$ cat src/rtl/core/integer_dct_8x8_forward_core_defines.svh
// Assertion helpers for the DCT core. Both expect aclk and aresetn in scope.
`ifndef INTEGER_DCT_8X8_FORWARD_CORE_DEFINES_SVH
`define INTEGER_DCT_8X8_FORWARD_CORE_DEFINES_SVH

// same-cycle implication
`define DCTF_ASSERT_NOW(lbl, ante, cons, msg) \
    lbl: assert property (@(posedge aclk) disable iff (!aresetn) (ante) |-> (cons)) \
        else $error(msg);

// next-cycle implication
`define DCTF_ASSERT_NEXT(lbl, ante, cons, msg) \
    lbl: assert property (@(posedge aclk) disable iff (!aresetn) (ante) |=> (cons)) \
        else $error(msg);

`endif

$ cat src/rtl/core/dctf_pkg.sv
package dctf_pkg;

    localparam int PIXEL_BITS = 8;
    localparam int STORE_BITS = 16;
    localparam int COEF_BITS  = 12;
    localparam int ACC_BITS   = 36;
    localparam int SCL_BITS   = 28;

    typedef logic signed [STORE_BITS-1:0] smp_t;
    typedef logic signed [ACC_BITS-1:0]   acc_t;
    typedef logic signed [COEF_BITS-1:0]  coef_t;

    typedef struct packed {
        logic signed [PIXEL_BITS-1:0] pix_0;
        logic signed [PIXEL_BITS-1:0] pix_1;
        logic signed [PIXEL_BITS-1:0] pix_2;
        logic signed [PIXEL_BITS-1:0] pix_3;
        logic signed [PIXEL_BITS-1:0] pix_4;
        logic signed [PIXEL_BITS-1:0] pix_5;
        logic signed [PIXEL_BITS-1:0] pix_6;
        logic signed [PIXEL_BITS-1:0] pix_7;
    } pix_row_t;

    typedef struct packed {
        logic [2:0] horiz_freq;
        coef_t      coef_0;
        coef_t      coef_1;
        coef_t      coef_2;
        coef_t      coef_3;
        coef_t      coef_4;
        coef_t      coef_5;
        coef_t      coef_6;
        coef_t      coef_7;
        logic       block_done;
    } coef_col_t;

    // row as queued between front and back
    typedef struct packed {
        pix_row_t   pix;
        logic [2:0] row;
        logic       last;
    } row_item_t;

    // tag carried alongside the transform pipeline
    typedef struct packed {
        logic       vld;
        logic       is_col;
        logic [2:0] idx;
    } bf_tag_t;

    typedef enum logic [1:0] {
        BK_ROWS,
        BK_DRAIN,
        BK_COLS
    } back_state_t;

    localparam logic signed [31:0] KM_C1   = 32'sd1004;
    localparam logic signed [31:0] KM_U2   = -32'sd1204;
    localparam logic signed [31:0] KM_U1   = -32'sd804;
    localparam logic signed [31:0] KM_C3   = 32'sd851;
    localparam logic signed [31:0] KM_U3   = -32'sd1420;
    localparam logic signed [31:0] KM_U0   = -32'sd282;
    localparam logic signed [31:0] KM_R2C6 = 32'sd554;
    localparam logic signed [31:0] KM_W7   = -32'sd1891;
    localparam logic signed [31:0] KM_W8   = 32'sd783;
    localparam acc_t K_R2    = 36'sd181;
    localparam acc_t RND_DC  = 36'sd16;
    localparam acc_t RND_AC  = 36'sd16384;
    localparam acc_t RND_ODD = 36'sd8192;
    localparam acc_t SMP_MAX = 36'sd32767;
    localparam acc_t SMP_MIN = -36'sd32768;
    localparam acc_t CF_MAX  = 36'sd2047;
    localparam acc_t CF_MIN  = -36'sd2048;

    function automatic smp_t sat_store(acc_t v);
        smp_t r;
        if (v > SMP_MAX) begin
            r = smp_t'(SMP_MAX);
        end else if (v < SMP_MIN) begin
            r = smp_t'(SMP_MIN);
        end else begin
            r = smp_t'(v);
        end
        return r;
    endfunction

    function automatic coef_t sat_coef(acc_t v);
        coef_t r;
        if (v > CF_MAX) begin
            r = coef_t'(CF_MAX);
        end else if (v < CF_MIN) begin
            r = coef_t'(CF_MIN);
        end else begin
            r = coef_t'(v);
        end
        return r;
    endfunction

endpackage

$ cat src/rtl/core/dctf_front.sv
module dctf_front (
    input  logic                 aclk,
    input  logic                 aresetn,
    input  logic                 s_valid,
    output logic                 s_ready,
    input  dctf_pkg::pix_row_t   s_data,
    output logic                 q_valid,
    input  logic                 q_ready,
    output dctf_pkg::row_item_t  q_item
);
    import dctf_pkg::*;

    row_item_t  buf_reg [2];
    logic       wr_ptr_reg, wr_ptr_next;
    logic       rd_ptr_reg, rd_ptr_next;
    logic [1:0] cnt_reg, cnt_next;
    logic [2:0] row_reg, row_next;
    logic       push, pop;

    assign s_ready = (cnt_reg != 2'd2);
    assign q_valid = (cnt_reg != 2'd0);
    assign q_item  = buf_reg[rd_ptr_reg];
    assign push    = s_valid && s_ready;
    assign pop     = q_valid && q_ready;

    always_comb begin
        wr_ptr_next = push ? ~wr_ptr_reg : wr_ptr_reg;
        rd_ptr_next = pop ? ~rd_ptr_reg : rd_ptr_reg;
        row_next    = push ? row_reg + 3'd1 : row_reg;
        cnt_next    = cnt_reg;
        if (push && !pop) begin
            cnt_next = cnt_reg + 2'd1;
        end else if (pop && !push) begin
            cnt_next = cnt_reg - 2'd1;
        end
    end

    always_ff @(posedge aclk) begin
        if (!aresetn) begin
            wr_ptr_reg <= 1'b0;
            rd_ptr_reg <= 1'b0;
            cnt_reg    <= 2'd0;
            row_reg    <= 3'd0;
        end else begin
            wr_ptr_reg <= wr_ptr_next;
            rd_ptr_reg <= rd_ptr_next;
            cnt_reg    <= cnt_next;
            row_reg    <= row_next;
        end
    end

    always_ff @(posedge aclk) begin
        if (push) begin
            buf_reg[wr_ptr_reg] <= '{pix: s_data, row: row_reg, last: (row_reg == 3'd7)};
        end
    end

endmodule

$ cat config.mk
export PLATFORM = sky130hd
export DESIGN_NAME = dctf_front
export DESIGN_NICKNAME = d
export VERILOG_FILES = /design/src/rtl/core/integer_dct_8x8_forward_core_defines.svh /design/src/rtl/core/dctf_pkg.sv /design/src/rtl/core/dctf_front.sv
export SDC_FILE = /design/constraint.sdc
export NUM_CORES = 1
export LEC_CHECK = 0
export ABC_AREA = 1
export BUFFER_PORTS_ARGS = -buffer_cell sky130_fd_sc_hd__clkbuf_2
export CAP_MARGIN = 20
export CORE_MARGIN = 5
export CORE_UTILIZATION = 30
export DETAILED_ROUTE_END_ITERATION = 6
export PLACE_DENSITY = 0.54
export SYNTH_ARGS = -nofsm -noshare
export SYNTH_HDL_FRONTEND = slang
export SYNTH_SLANG_ARGS = --single-unit
export TNS_END_PERCENT = 10
$ cat constraint.sdc
create_clock -name aclk -period 6.4 [get_ports aclk]
set_clock_uncertainty 0.1 [all_clocks]
set_input_delay 1.28 -clock aclk [delete_from_list [all_inputs] [get_ports aclk]]
set_output_delay 1.28 -clock aclk [all_outputs]
set_load 0.005 [all_outputs]
==> metrics.yaml <==
ios: 138
hold_ws_ns: 0.394
drc: 0
synth_edf_count: 136
drt_first_pass_iters: 4
ys_ff_latch: 144
worst_pin_slew_ns: 1.07
cts_resized: 0
fin_setup_tns_ns: 0
final-setup-viol-count: 0
maxSlewHeadroom_pct: 28.8
yosys.area.top_type: "edfxtp_1"
synth_area_per_cell_um2: 20.3
cts_made_buffers: 17
core_mm2: 0.0174
post_drt_via_cell_ratio: 4.26
die_w_um: 144
h-tree-depth: 4
initial_core_util_pct: 30.8
fp.dieArea_mm2: 0.0206
cts_tree: "yes"
worstPathArrival_ns: 2.08
portBuffers: 137
syn-num-nets: 335
die_h_um: 144
post_cts_buffers: 0
num_rows: 48
place_hpwl_mm: 6.91
crit_path_start_kind: "flop"
ys_seq_area_share_pct: 79.1
wl_mm: 10.2
cts_root_buffer: "clkbuf_16"
ys.flop_type: "edfxtp_1"
finish.utilization_pct: 39.8
grt_setup_unrepaired: "no"
required_ns: 5.02
area_growth_pct: 29.2
hold_viol: 0
final_antenna_net_count: 0
path_class: "flop to primary output"
hold_path.class: "flop to flop"
grt_use_total_pct: 10.2
status: "finished clean"
syn_area_mm2: 0.00536
yosysWarnings: 0
leakage_nw: 2.67
grt_max_degree: 69
hold_buffers: 0
async_reset_ff_share_pct: 0
layout-drive-gt1-share_pct: 56.4
fmax_ghz: 0.289
cap_violations: 0
drtIter0Drc: 83
routabilityCongestion: 0.704
fillCellCount: 1621
slew_viol_final: 0
fin_crit_sh_pct: 54.0
grt_pass1_vias: 3071
clk_pin_slew_ns: 0.05
clk_path_buf_depth: 2
clock_sinks: 144
vias: 2787
synth_cell_type_count: 16
wl_per_cell_um: 15.6
nets: 487
grt.overflow.total: 0
insertion_delay_ns: 0.41
grt_pass1_wl_mm: 15.6
crit_fanout: 68
peakVddDrop_v: 0.000188
synthCells: 264
antenna_cells: 0
fin_crit_ns: 3.46
synth.most_common_cell: "edfxtp_1"
synth_commonest_cells: "edfxtp_1 (136), mux2_2 (48), mux2_4 (20)"
cellPowerDensity_mw_per_mm2: 401
synth.area.top_cells: "edfxtp_1 (76%), mux2_2 (10%), mux2_4 (5.6%)"
largest_reg_flops: 136
antenna_found_initial: 0
synth_top_area_share_pct: 76.2
endpoint_kind: "primary output"
-- routing by layer --
metal  routed length [um]  track usage, %  vias to the layer above
met5                    0               0                        -
met4                  182            4.91                        0
met3                  795            4.39                       15
met2                 5040            16.6                       93
met1                 4170            11.6                     1360
li1                     -               -                     1319
-- layout make-up --
class / count / area, um^2 / share of cell area, %
Clock buffer: 19 / 433 / 6.25
Clock inverter: 13 / 163 / 2.35
Inverter: 8 / 30.0 / 0.434
Multi-Input combinational cell: 104 / 1030 / 14.9
Sequential cell: 144 / 4250 / 61.3
Tap cell: 225 / 282 / 4.06
Timing Repair Buffer: 141 / 741 / 10.7
-- stage by stage --
stage	setup WS, ns	cell area, um^2	power, mW	std cells
floorplan	1.57	5360	1.60	264
global placement	2.82	6290	1.82	620
detailed placement	3.24	6330	1.84	622
CTS	2.88	6930	2.83	654
global route	2.82	6930	2.93	654
finish	2.94	6930	2.78	654
-- logic make-up (layout without fill, tap and decap cells) --
kind of cell | Yosys count | after routing | share of synthesized area, %
buffers and inverters | 16 | 181 | 1.91
AO/OA/AOI/OAI | 6 | 6 | 0.607
flip-flops | 144 | 144 | 79.1
AND/OR/NAND/NOR | 27 | 27 | 1.96
multiplexers | 68 | 68 | 15.7
adder cells (fa/ha/maj) | 3 | 3 | 0.700
-- cell usage in the layout, fill, tap and decap left out, types with 2 or more instances in the layout --
cell type / Yosys / layout
clkbuf_16: 0 / 17
nor2_4: 0 / 2
o21ai_0: 4 / 4
mux2_4: 20 / 20
clkbuf_1: 0 / 2
nor2_1: 14 / 12
buf_12: 0 / 2
bufinv_16: 0 / 3
clkinv_2: 0 / 3
nand2_1: 11 / 11
mux2_2: 48 / 48
ha_1: 3 / 3
clkbuf_2: 0 / 137
clkinvlp_4: 0 / 3
clkinv_4: 0 / 2
buf_4: 0 / 2
dfxtp_1: 8 / 7
edfxtp_1: 136 / 136
inv_6: 0 / 2
inv_1: 8 / 8
-- path summary, 6_finish.rpt --
check / startpoint / to / slack (ns) / cells past startpoint
setup / recovery: flop / q_item[66] / 2.94 / 2
hold / removal: row_reg[2] / buf_reg[0][3] / 0.39 / 0
setup reg to reg: cnt_reg[0] / buf_reg[1][16] / 4.14 / 6
hold reg to reg: row_reg[2] / buf_reg[0][3] / 0.39 / 0
-- where the power goes --
part           leakage (nW)  switching, mW  internal [mW]
sequential             1.34         0.0869           1.19
clock                 0.284          0.368          0.614
combinational          1.05          0.234          0.280
-- worst max-delay path: stages (launching register included) --
cell and delay (ns):
dfxtp_4 1.03, mux2_2 0.45, clkbuf_2 0.12
(Power assumes the default switching activity.)
